`config.mk`:
```
export PLATFORM = sky130hd
export DESIGN_NAME = led_front
export DESIGN_NICKNAME = d
export VERILOG_FILES = /design/src/rtl/led_pkg.sv /design/src/rtl/led_front.sv
export SDC_FILE = /design/constraint.sdc
export NUM_CORES = 1
export LEC_CHECK = 0
export BUFFER_PORTS_ARGS = -buffer_cell sky130_fd_sc_hd__buf_2
export CORE_MARGIN = 2
export CORE_UTILIZATION = 40
export DETAILED_ROUTE_END_ITERATION = 7
export PLACE_DENSITY = 0.78
export SLEW_MARGIN = 15
export SYNTH_ARGS = -nofsm -noshare
export SYNTH_HDL_FRONTEND = slang
export SYNTH_SLANG_ARGS = --single-unit
```
`constraint.sdc`:
```
create_clock -name clk_i -period 1.45 [get_ports clk_i]
set_input_delay 0 -clock clk_i [delete_from_list [all_inputs] [get_ports clk_i]]
set_output_delay 0 -clock clk_i [all_outputs]
set_load 0.02 [all_outputs]
```
`src/rtl/led_pkg.sv`:
```
// Shared types and constants of the line editor with history.
package led_pkg;

  localparam int unsigned TypeLimit = 79;
  localparam int unsigned KeepLen = 78;
  localparam int unsigned HistSlots = 9;
  localparam int unsigned LineBytes = 80;

  typedef enum logic [3:0] {
    KEY_OTHER = 4'd0,
    KEY_BACK = 4'd1,
    KEY_ENTER = 4'd2,
    KEY_HOME = 4'd3,
    KEY_END = 4'd4,
    KEY_LEFT = 4'd5,
    KEY_RIGHT = 4'd6,
    KEY_PGUP = 4'd7,
    KEY_PGDN = 4'd8,
    KEY_INS = 4'd9,
    KEY_DEL = 4'd10,
    KEY_CONSOLE = 4'd11,
    KEY_OPEN = 4'd12,
    KEY_R13 = 4'd13,
    KEY_R14 = 4'd14,
    KEY_R15 = 4'd15
  } key_e;

  // Classified command handed from the front end to the back end.
  typedef enum logic [3:0] {
    CMD_NONE,
    CMD_CHAR,
    CMD_BACK,
    CMD_ENTER,
    CMD_HOME,
    CMD_END,
    CMD_LEFT,
    CMD_RIGHT,
    CMD_PGUP,
    CMD_PGDN,
    CMD_INS,
    CMD_DEL,
    CMD_OPEN
  } cmd_e;

  typedef struct packed {
    cmd_e       cmd;
    logic [7:0] ch;
  } cmd_t;

  typedef enum logic [3:0] {
    ST_IDLE,
    ST_INS_RD,
    ST_INS_WR,
    ST_DEL_RD,
    ST_DEL_WR,
    ST_SUB_RD,
    ST_SUB_WR,
    ST_SUB_EMIT,
    ST_SHIFT_RD,
    ST_SHIFT_WR,
    ST_CLR,
    ST_LOAD_RD,
    ST_LOAD_WR,
    ST_STATUS
  } state_e;

endpackage

```
`src/rtl/led_front.sv`:
```
// Front end: accepts key events, classifies them and holds them in a small queue.
module led_front #(
  parameter int unsigned TypeLimit = led_pkg::TypeLimit,
  parameter int unsigned LineBytes = led_pkg::LineBytes
) (
  input  logic                   clk_i,
  input  logic                   rst_ni,
  input  logic                   in_valid_i,
  output logic                   in_ready_o,
  input  logic [3:0]             key_class_i,
  input  logic [7:0]             char_code_i,
  input  logic [$clog2(LineBytes+1)-1:0] len_i,
  input  logic                   busy_i,
  output logic                   cmd_valid_o,
  input  logic                   cmd_ready_i,
  output led_pkg::cmd_t          cmd_o
);

  localparam int unsigned LW = $clog2(LineBytes + 1);
  localparam int unsigned Cap = (TypeLimit < LineBytes) ? TypeLimit : LineBytes;

  // The line length that classification needs is only settled once the back
  // end is idle and the queue is empty, so one entry is enough.
  logic          full_q;
  led_pkg::cmd_t ent_q;
  led_pkg::cmd_t cls;
  logic          printable;

  assign in_ready_o = !full_q && !busy_i;
  assign printable = (char_code_i >= 8'h20) && (char_code_i < 8'h7f) &&
                     (key_class_i != led_pkg::KEY_CONSOLE) &&
                     (len_i < LW'(Cap));

  always_comb begin
    cls.ch = char_code_i;
    if (key_class_i == led_pkg::KEY_OPEN) begin
      cls.cmd = led_pkg::CMD_OPEN;
    end else if (printable) begin
      cls.cmd = led_pkg::CMD_CHAR;
    end else begin
      unique case (led_pkg::key_e'(key_class_i))
        led_pkg::KEY_BACK:  cls.cmd = led_pkg::CMD_BACK;
        led_pkg::KEY_ENTER: cls.cmd = led_pkg::CMD_ENTER;
        led_pkg::KEY_HOME:  cls.cmd = led_pkg::CMD_HOME;
        led_pkg::KEY_END:   cls.cmd = led_pkg::CMD_END;
        led_pkg::KEY_LEFT:  cls.cmd = led_pkg::CMD_LEFT;
        led_pkg::KEY_RIGHT: cls.cmd = led_pkg::CMD_RIGHT;
        led_pkg::KEY_PGUP:  cls.cmd = led_pkg::CMD_PGUP;
        led_pkg::KEY_PGDN:  cls.cmd = led_pkg::CMD_PGDN;
        led_pkg::KEY_INS:   cls.cmd = led_pkg::CMD_INS;
        led_pkg::KEY_DEL:   cls.cmd = led_pkg::CMD_DEL;
        default:            cls.cmd = led_pkg::CMD_NONE;
      endcase
    end
  end

  always_ff @(posedge clk_i or negedge rst_ni) begin
    if (!rst_ni) begin
      full_q <= 1'b0;
    end else if (in_valid_i && in_ready_o) begin
      full_q <= 1'b1;
    end else if (cmd_ready_i) begin
      full_q <= 1'b0;
    end
  end

  always_ff @(posedge clk_i) begin
    if (in_valid_i && in_ready_o) begin
      ent_q <= cls;
    end
  end

  assign cmd_valid_o = full_q;
  assign cmd_o = ent_q;

endmodule

```
==> metrics.md, run 1 <==
| Metric | Value |
|---|---|
| Status | `finished clean` |
| Register area share after synthesis | `between 50% and 60%` |
| Post-synthesis register bit count | `13` |
| Unrepaired setup endpoints after global routing | `false` |
| Setup violations, final | `0` |
| Count of cell types in the netlist | `24` |
| Share of layout cells above drive strength 1 | `a little under half` |
| Count of flip-flops with a built-in enable after synthesis | `12` |
| Syn Area/Cell | `between 10 and 15 um^2` |
| CP endpoint kind | `flip-flop` |
| Hold WC Path Type | `in2async` |
| Met3 usage | `~2.0%` |
| Final GP Congestion | `~0.71` |
| Global-route wire length before repair | `1950 um` |
| FP Rows | `14` |
| Global router's overall resource usage | `between 10% and 20%` |
| IO Pins | `38` |
| Pwr/cell area | `846 mW/mm^2` |
| Drt pass-1 iters | `4` |
| Setup TNS | `0 ns` |
| Synth-to-Final Area Change | `50.4%` |
| H-tree depth | `1` |
| Clk_skew | `0.00341 ns` |
| Met2 GRT Util | `~23%` |
| Critical Setup Path Class | `in2reg` |
| Max Cap Violations | `0` |
| Grt ovf | `0` |
| Final Cell Area | `roughly 970 um^2` |
| Later-pin clock latency in the skew report | `0.26 ns` |
| Main synth FF type | `edfxtp_1` |
| CP Launch Point | `char_code_i[5]` |
| Measured slew at the worst slew-check pin | `between 0.2 and 0.3 ns` |
| CTS tree | `done` |
| Required @ worst endpoint | `between 1 and 1.5 ns` |
| R2r worst-path depth | `2` |
| Most common cell after layout, fill and taps aside | `buf_2` |
| Crit-path max FO | `4` |
| Max incr delay on CP | `approximately 0.52 ns` |
| Clk sink count | `13` |
| Fin. max-slew vios | `0` |
| Fmax | `approximately 770 MHz` |
| Total die area | `between 0.0015 and 0.002 mm^2` |
| Core footprint | `approximately 0.0015 mm^2` |
| # DRC | `0` |
| Worst r2r src | `cmd_valid_o` |
| Fraction of registers with async set or reset after synthesis | `7.69%` |
| CTS max path bufs | `2` |
| Pin count of the biggest net entering global routing | `14` |
| Relative slew slack | `between 80% and 90%` |
| Post-DP Area | `841 um^2` |
| Die Ht | `roughly 44 um` |
| Leakage power | `0.464 nW` |
| Fin. Hold Viols | `0` |
| Routed WL | `1260 um` |
| Via count | `between 500 and 600` |
| Period utilisation layout | `between 80% and 90%` |
| Root buffer cell | `clkbuf_4` |
| Syn Nets | `slightly below 80` |
| Maximum vdd drop | `about 330 uV` |
| Critical path arrival | `roughly 1.3 ns` |
| Wire length per cell | `between 10 and 15 um` |
| Post-DRT Antenna Nets | `0` |
| Commonest cells after routing, fill and taps aside | `buf_2 (37), edfxtp_1 (12), dlygate4sd3_1 (10), inv_1 (5), ha_1 (4)` |
| Diodes inserted | `0` |
| Starting Density | `approximately 43%` |
| Port bufs | `37` |
| Met1 usage | `16.5%` |
| Initial DRC count | `4` |
| Cells after synthesis | `a little under 50` |
| DIE WIDTH | `between 40 and 50 um` |
| Initial antenna violation count | `0` |
| Post-DR vias/cell | `about 4.9` |
| CTS Buf Count | `3` |
| Clock transition at the registers of the reported paths | `approximately 0.080 ns` |
| Worst-path cell chain | `dlygate4sd3_1 > buf_2 > nand4_1 > o211ai_2 > a21oi_2 > a211o_1` |
| Syn Std Cell Area | `643 um^2` |
| Number of global-route vias before repair | `between 400 and 500` |
| Flop2flop setup slack | `about 0.31 ns` |
| Final #Nets | `128` |
| YS warnings | `0` |
| Most heavily used metal layer in global routing | `met2` |
| Final min period | `1.29 ns` |
| CP Launch Type | `input port` |
| Crit-path slowest cell | `dlygate4sd3_1` |
==> final cells by class <==
| type | instances | area [um^2] |
|---|---|---|
| inverter | 5 | 18.8 |
| clock buffer | 4 | 26.3 |
| timing repair buffer | 47 | 285 |
| fill | 124 | 539 |
| sequential | 13 | 385 |
| tap | 16 | 20.0 |
| multi-input combinational | 30 | 231 |
==> worst paths after layout <==
path                               endpoint
max in group asynchronous       cmd_valid_o
worst min register to register  cmd_valid_o
worst max-delay path               cmd_o[8]
worst max register to register     cmd_o[7]
worst min-delay path            cmd_valid_o
min in group clk_i                 cmd_o[9]
==> cell usage after synthesis, drive strengths merged, types with 2 or more instances <==
cell type	n	share of area, %
inv	5	2.9
edfxtp	12	56
nand3	2	1.6
ha	4	7.8
a21oi	2	2.1
nand4	2	1.9
nand2	3	1.8
nor2	4	2.3
==> metrics by stage <==
step	power [mW]	hold WS [ns]	utilization (%)	cells	worst slack, ns
after floorplan	0.534	-0.296	-	49	0.103
after global routing	0.860	0.0251	64.2	115	0.0614
after CTS	0.835	0.0156	64.2	115	0.156
final	0.818	0.0292	64.2	115	0.157
after detailed placement	0.598	-0.222	55.8	101	0.202
after global placement	0.594	-0.225	55.8	101	0.236
==> metal layers <==
| layer | vias to the layer above | routed length [um] |
|---|---|---|
| met3 | 2 | 141 |
| met2 | 29 | 586 |
| met5 | - | 0 |
| met4 | 0 | 15 |
| li1 | 280 | - |
| met1 | 249 | 519 |
==> what timing repair did <==
item                                    4_1_cts  5_1_grt
endpoints found under the hold margin        10        0
hold buffers                                 10        0
resized for setup                             0        0
endpoints found under the setup margin        0        0
buffers inserted                              0        0
==> report_power, final <==
part           leakage, nW  internal [mW]  switching (mW)  total, mW
clock               0.0150          0.106           0.103      0.209
combinational        0.324         0.0802          0.0887      0.169
sequential           0.124          0.434         0.00534      0.439
==> flip-flops by register name (all words and copies together) (netlist names) <==
name,cells
cmd_o,12
cmd_valid_o,1
==> cell families (layout without fill, tap and decap cells) <==
family | count (synthesis) | after routing | synth area share [%]
multiplexers | 1 | 1 | 1.56
buffers and inverters | 6 | 56 | 4.67
AO/OA/AOI/OAI | 11 | 11 | 13.6
flip-flops | 13 | 13 | 59.9
AND/OR/NAND/NOR | 14 | 14 | 12.5
adder cells (fa/ha/maj) | 4 | 4 | 7.78
==> worst max-delay path: cells and delay by family <==
| family | cells | cell delay (ns) |
|---|---|---|
| and+or+nand+nor | 1 | 0.11 |
| buffers and inverters | 2 | 0.64 |
| AOI/OAI and AO/OA | 3 | 0.57 |
Note: power is estimated with default switching activity, not from simulation.
==> run 2, diff against run 1 <==
--- a/config.mk
+++ b/config.mk
@@ -7,9 +7,9 @@
 export LEC_CHECK = 0
 export BUFFER_PORTS_ARGS = -buffer_cell sky130_fd_sc_hd__buf_2
 export CORE_MARGIN = 2
-export CORE_UTILIZATION = 40
+export CORE_UTILIZATION = 41
 export DETAILED_ROUTE_END_ITERATION = 7
-export PLACE_DENSITY = 0.78
+export PLACE_DENSITY = 0.79
 export SLEW_MARGIN = 15
 export SYNTH_ARGS = -nofsm -noshare
 export SYNTH_HDL_FRONTEND = slang
==> run 2 against run 1 <==
Sequential cell count did not move. Largest power group unchanged. Via count increased by 0.89%. Highest routed layer unchanged. Critical endpoint unchanged. Worst setup slack got worse by 0.053 ns.
==> metrics.md, run 2 (synthesis gave the netlist of run 1 again) <==
| Metric | Value |
|---|---|
| Status | `finished clean` |
| CTS Buf Count | `3 (unchanged)` |
| Drt pass-1 iters | `4 (unchanged)` |
| Critical Setup Path Class | `in2reg` |
| Measured slew at the worst slew-check pin | `0.283 ns (-0.00373 ns)` |
| Post-DR vias/cell | `4.91 (+0.89%)` |
| Gates resized, CTS repair | `0 (unchanged)` |
| Reg2reg end | `cmd_o[10]` |
| Final Cell Area | `967 um^2 (unchanged)` |
| Required @ worst endpoint | `1.46 ns (about the same)` |
| Initial antenna violation count | `0 (unchanged)` |
| Global router's overall resource usage | `16.8% (+3.1 points)` |
| H-tree depth | `1 (unchanged)` |
| Synth-to-Final Area Change | `50.4% (unchanged)` |
| R2r worst-path depth | `2 (unchanged)` |
| Setup TNS | `0 ns (unchanged)` |
| Post-DRT Antenna Nets | `0 (unchanged)` |
| Hold WC Path Type | `in2async` |
| Clock transition at the registers of the reported paths | `0.07 ns (about the same)` |
| Crit-path max FO | `4 (unchanged)` |
| Initial DRC count | `9 (+5)` |
| Post-DP Area | `841 um^2 (unchanged)` |
| NetSw | `201 uW (+1.8%)` |
| Routed WL | `1450 um (+14%)` |
| Starting Density | `43.2% (+0.50 points)` |
| Clock power share | `25.3% (-0.3 points)` |
| CP Launch Point | `char_code_i[5]` |
| Fin. max-slew vios | `0 (unchanged)` |
| Grt ovf | `0 (unchanged)` |
| Root buffer cell | `clkbuf_4` |
| Flop2flop setup slack | `0.31 ns (about the same)` |
| Final #Nets | `128 (unchanged)` |
| Max reg flops | `12 (unchanged)` |
| Sequential Power Share | `53.6% (about the same)` |
| Post-CTS Setup Bufs | `0 (unchanged)` |
| Setup violations, final | `0 (unchanged)` |
| Period utilisation layout | `92.8% (+3.6 points)` |
| Via count | `565 (+0.89%)` |
| Worst r2r src | `cmd_valid_o` |
| Wire length per cell | `12.6 um (+14%)` |
| CTS max path bufs | `2 (unchanged)` |
| Clk_skew | `0.00133 ns (-0.00208 ns)` |
| Relative slew slack | `81.1% (+0.25 points)` |
| Switch share | `24.4% (+0.32 points)` |
| Commonest cells after routing, fill and taps aside | `buf_2 (37), edfxtp_1 (12), dlygate4sd3_1 (10), inv_1 (5), ha_1 (4)` |
| Die Ht | `43.6 um (-1.1%)` |
| Leakage power | `0.464 nW (unchanged)` |
| Critical path arrival | `1.36 ns (+0.05 ns)` |
| IO Pins | `38 (unchanged)` |
| Core footprint | `0.00149 mm^2 (-1.2%)` |
| Final GP Congestion | `0.769 (+8.1%)` |
| Global-route wire length before repair | `2270 um (+16%)` |
| Worst hold slack | `0.0395 ns (+0.0103 ns)` |
| Number of global-route vias before repair | `568 (+17%)` |
| Total die area | `0.00190 mm^2 (-2.2%)` |
| # DRC | `0 (unchanged)` |
| Unrepaired setup endpoints after global routing | `false` |
| Part of the power in combinational logic | `21.1% (+0.4 points)` |
| CP endpoint kind | `flip-flop` |
| Share of layout cells above drive strength 1 | `46.5% (unchanged)` |
| P_int | `621 uW (about the same)` |
| CP Launch Type | `input port` |
| DIE WIDTH | `43.6 um (-1.1%)` |
| Max Cap Violations | `0 (unchanged)` |
| Pin count of the biggest net entering global routing | `14 (unchanged)` |
| Maximum vdd drop | `330 uV (-1.2%)` |
| CTS tree | `done` |
| FP Rows | `14 (unchanged)` |
| Clk sink count | `13 (unchanged)` |
| Diodes inserted | `0 (unchanged)` |
| Later-pin clock latency in the skew report | `0.26 ns (about the same)` |
| CP Capture Point | `cmd_o[8]` |
| Final min period | `1.35 ns (+0.0527 ns)` |
| Most common cell after layout, fill and taps aside | `buf_2` |
| Pwr/cell area | `849 mW/mm^2 (+0.44%)` |
| Fmax | `743 MHz (-3.9%)` |
| Port bufs | `37 (unchanged)` |
| Fin. Hold Viols | `0 (unchanged)` |
-- run 2: cell counts in the layout (fill, tap and decap cells not counted) --
Identical to the previous run, type by type.
-- run 2: how the worst min path moves through the flow --
| stage | cells past startpoint | slack, ns | end | from |
|---|---|---|---|---|
| detailed placement | 1 | -0.22 | cmd_valid_o | rst_ni |
| global route | 2 | 0.04 | cmd_valid_o | rst_ni |
| CTS | 2 | 0.03 | cmd_valid_o | rst_ni |
| floorplan | 0 | -0.30 | cmd_valid_o | rst_ni |
| global placement | 1 | -0.22 | cmd_valid_o | rst_ni |
| finish | 2 | 0.04 | cmd_valid_o | rst_ni |
-- run 2: per-stage QoR --
step	total power, mW	utilization, %	instances	setup slack (ns)
global placement	0.594	56.5	101	0.237
detailed placement	0.600	56.5	101	0.167
global route	0.862	65.0	115	0.0772
floorplan	0.534	-	49	0.103
finish	0.821	65.0	115	0.104
CTS	0.828	65.0	115	0.120
-- run 2: layer usage --
metal	global-route usage [%]	vias to the layer above	wire length (um)
met5	0	-	0
met4	10.9	0	19
met3	2.08	2	124
met2	33.2	31	817
met1	15.4	251	483
li1	-	281	-
-- run 2: cell type report --
cell class	count	area, um^2
sequential	13	385
fill	123	522
timing repair buffer	47	285
multi-input combinational	30	231
tap	16	20.0
clock buffer	4	26.3
inverter	5	18.8
-- run 2: worst max-delay path: stages --
cell and delay, ns:
dlygate4sd3_1 0.53, buf_2 0.12, nand4_1 0.11, o211ai_2 0.22, a21oi_2 0.07, a211o_1 0.30
-- run 2: power groups by stage --
stage	Sequential (mW)	Combinational (mW)	Clock [mW]
after floorplan	0.474	0.0600	0
after global placement	0.448	0.146	0
after detailed placement	0.448	0.152	0
after CTS	0.440	0.173	0.215
after global routing	0.442	0.189	0.232
final	0.440	0.173	0.208
-- run 2: repair_timing --
| item | in CTS | in global routing |
|---|---|---|
| setup endpoints to repair | 0 | 0 |
| hold endpoints to repair | 10 | 0 |
| hold buffers | 10 | 0 |
==> run 3, diff against run 2 <==
--- a/config.mk
+++ b/config.mk
@@ -6,10 +6,13 @@
 export NUM_CORES = 1
 export LEC_CHECK = 0
 export BUFFER_PORTS_ARGS = -buffer_cell sky130_fd_sc_hd__buf_2
+export CELL_PAD_IN_SITES_DETAIL_PLACEMENT = 2
+export CELL_PAD_IN_SITES_GLOBAL_PLACEMENT = 2
+export CORE_ASPECT_RATIO = 1.2
 export CORE_MARGIN = 2
-export CORE_UTILIZATION = 41
+export CORE_UTILIZATION = 24
 export DETAILED_ROUTE_END_ITERATION = 7
-export PLACE_DENSITY = 0.79
+export PLACE_DENSITY = 0.78
 export SLEW_MARGIN = 15
 export SYNTH_ARGS = -nofsm -noshare
 export SYNTH_HDL_FRONTEND = slang
==> run 3 against run 2 <==
Cell area grew 2.2%. Critical path depth is the same. Clock skew grew 0.00080 ns. Worst hold slack lost 0.0049 ns. Core utilization shrank 26 points. Cell count grew 15%. Worst setup slack gained 0.042 ns. Highest routed layer is now met3.
==> metrics.md, run 3 (synthesis gave the netlist of run 1 again) <==
| Metric | Value |
|---|---|
| Final GP Congestion | `0.668 (-13%)` |
| Post-DP Area | `862 um^2 (+2.5%)` |
| CP Launch Type | `input port` |
| Share of layout cells above drive strength 1 | `46.5% (unchanged)` |
| Routed WL | `1640 um (+14%)` |
| Later-pin clock latency in the skew report | `0.27 ns (about the same)` |
| Clk sink count | `13 (unchanged)` |
| Top sig layer | `met3` |
| Final #Nets | `128 (unchanged)` |
| Worst r2r src | `cmd_valid_o` |
| Status | `finished clean` |
| Met2 routed WL | `906 um (+11%)` |
| Die Ht | `60.7 um (+39%)` |
| Number of global-route vias before repair | `606 (+6.7%)` |
| Final Cell Area | `988 um^2 (+2.2%)` |
| Dpl cells | `118 (+17%)` |
| Hpwl dp | `1250 um` |
| CP Launch Point | `char_code_i[5]` |
| R2r worst-path depth | `2 (unchanged)` |
| Cell depth of the worst setup path | `6 (unchanged)` |
| WL met3 | `132 um (+6.5%)` |
| Period utilisation layout | `90.0% (-2.9 points)` |
| Max Cap Violations | `0 (unchanged)` |
| CTS tree | `done` |
| Commonest cells after routing, fill and taps aside | `buf_2 (37), edfxtp_1 (12), dlygate4sd3_1 (10), inv_1 (5), ha_1 (4)` |
| Final worst slack | `0.146 ns (+0.0415 ns)` |
| Fin. max-slew vios | `0 (unchanged)` |
| Port bufs | `37 (unchanged)` |
| Final core occ | `38.7% (-26 points)` |
| Global-route wire length before repair | `2680 um (+18%)` |
| Post-DRT Antenna Nets | `0 (unchanged)` |
| Hold WC Path Type | `in2async` |
| Clk_skew | `0.00213 ns (+0.000803 ns)` |
| Measured slew at the worst slew-check pin | `0.290 ns (+0.00722 ns)` |
| Setup violations, final | `0 (unchanged)` |
| Critical path arrival | `1.33 ns (-0.03 ns)` |
| Root buffer cell | `clkbuf_4` |
| Drt pass-1 iters | `4 (unchanged)` |
| Diodes inserted | `0 (unchanged)` |
| Critical Setup Path Class | `in2reg` |
| WL met1 | `603 um (+25%)` |
| Maximum vdd drop | `282 uV (-15%)` |
| Pin count of the biggest net entering global routing | `14 (unchanged)` |
| Clock transition at the registers of the reported paths | `0.07 ns (about the same)` |
| CTS Buf Count | `3 (unchanged)` |
| Fin. Hold Viols | `0 (unchanged)` |
| FP Rows | `20 (+6)` |
| Worst-path cell chain | `dlygate4sd3_1 > buf_2 > nand4_1 > o211ai_2 > a21oi_2 > a211o_1` |
| Layout Cells excl Fill | `132 (+15%)` |
| Flop2flop setup slack | `0.28 ns (-0.03 ns)` |
| Initial DRC count | `4 (-5)` |
| Gates resized, CTS repair | `0 (unchanged)` |
| CP Capture Point | `cmd_o[8]` |
| Grt ovf | `0 (unchanged)` |
| CP endpoint kind | `flip-flop` |
| CP delay by family, top | `buffers and inverters` |
| Crit-path slowest cell | `dlygate4sd3_1` |
| Total die area | `0.00311 mm^2 (+64%)` |
| Global router's overall resource usage | `11.6% (-5.1 points)` |
| Pwr/cell area | `840 mW/mm^2 (-1.1%)` |
| Initial antenna violation count | `0 (unchanged)` |
| Post-DR vias/cell | `4.30 (-12%)` |
| Final min period | `1.30 ns (-0.0415 ns)` |
| Worst slack at placement | `0.160 ns (-0.00677 ns)` |
| Fmax | `767 MHz (+3.2%)` |
| Max reg flops | `12 (unchanged)` |
| Core footprint | `0.00255 mm^2 (+71%)` |
| H-tree depth | `1 (unchanged)` |
| DIE WIDTH | `51.3 um (+18%)` |
| Synth-to-Final Area Change | `53.7%` |
| IO Pins | `38 (unchanged)` |
| Post-CTS Setup Bufs | `0 (unchanged)` |
| Max incr delay on CP | `0.52 ns (about the same)` |
| Crit-path max FO | `4 (unchanged)` |
| Setup TNS | `0 ns (unchanged)` |
| Unrepaired setup endpoints after global routing | `false` |
| Cts hold-fix bufs | `10 (unchanged)` |
| Wire length per cell | `12.4 um (-0.94%)` |
| Most common cell after layout, fill and taps aside | `buf_2` |
| CTS max path bufs | `2 (unchanged)` |
| Starting Density | `25.2% (-18 points)` |
| Required @ worst endpoint | `1.48 ns (+0.02 ns)` |
| # DRC | `0 (unchanged)` |
| Leakage power | `0.464 nW (unchanged)` |
| Relative slew slack | `80.6% (-0.48 points)` |
| Via count | `568 (+0.53%)` |
| Reg2reg end | `cmd_o[10]` |
| CP bufs+invs | `2 (unchanged)` |
[run 3: worst register-to-register path: cells and delay by family (launching register included)]
kind,cells,cell delay (ns)
AND/OR/NAND/NOR,2,0.45
flip-flops,1,0.41
[run 3: report_power, final]
part / internal [mW] / leakage, nW / total, mW / switching (mW)
clock: 0.106 / 0.0150 / 0.215 / 0.109
combinational: 0.0807 / 0.324 / 0.174 / 0.0937
sequential: 0.434 / 0.124 / 0.441 / 0.00672
[run 3: per-layer routing]
metal | track usage [%] | vias to the layer above
met1 | 11.6 | 259
li1 | - | 280
met2 | 23.0 | 29
met5 | 0 | -
met4 | 4.51 | 0
met3 | 2.96 | 0
[run 3: worst min-delay path by stage]
stage	from	to
after floorplan	rst_ni	cmd_valid_o
after global routing	rst_ni	cmd_valid_o
after detailed placement	rst_ni	cmd_valid_o
after global placement	rst_ni	cmd_valid_o
after CTS	rst_ni	cmd_valid_o
final	rst_ni	cmd_valid_o
[run 3: through the flow]
step	total power [mW]	hold slack [ns]
after floorplan	0.534	-0.296
after global placement	0.597	-0.226
after detailed placement	0.603	-0.224
after CTS	0.848	0.0239
after global routing	0.882	0.0286
final	0.830	0.0346
[run 3: cell type report]
| class | instances | area [um^2] |
|---|---|---|
| clock buffer | 4 | 26.3 |
| fill | 291 | 1560 |
| inverter | 5 | 18.8 |
| multi-input combinational | 30 | 231 |
| sequential | 13 | 385 |
| tap | 33 | 41.3 |
| timing repair buffer | 47 | 285 |
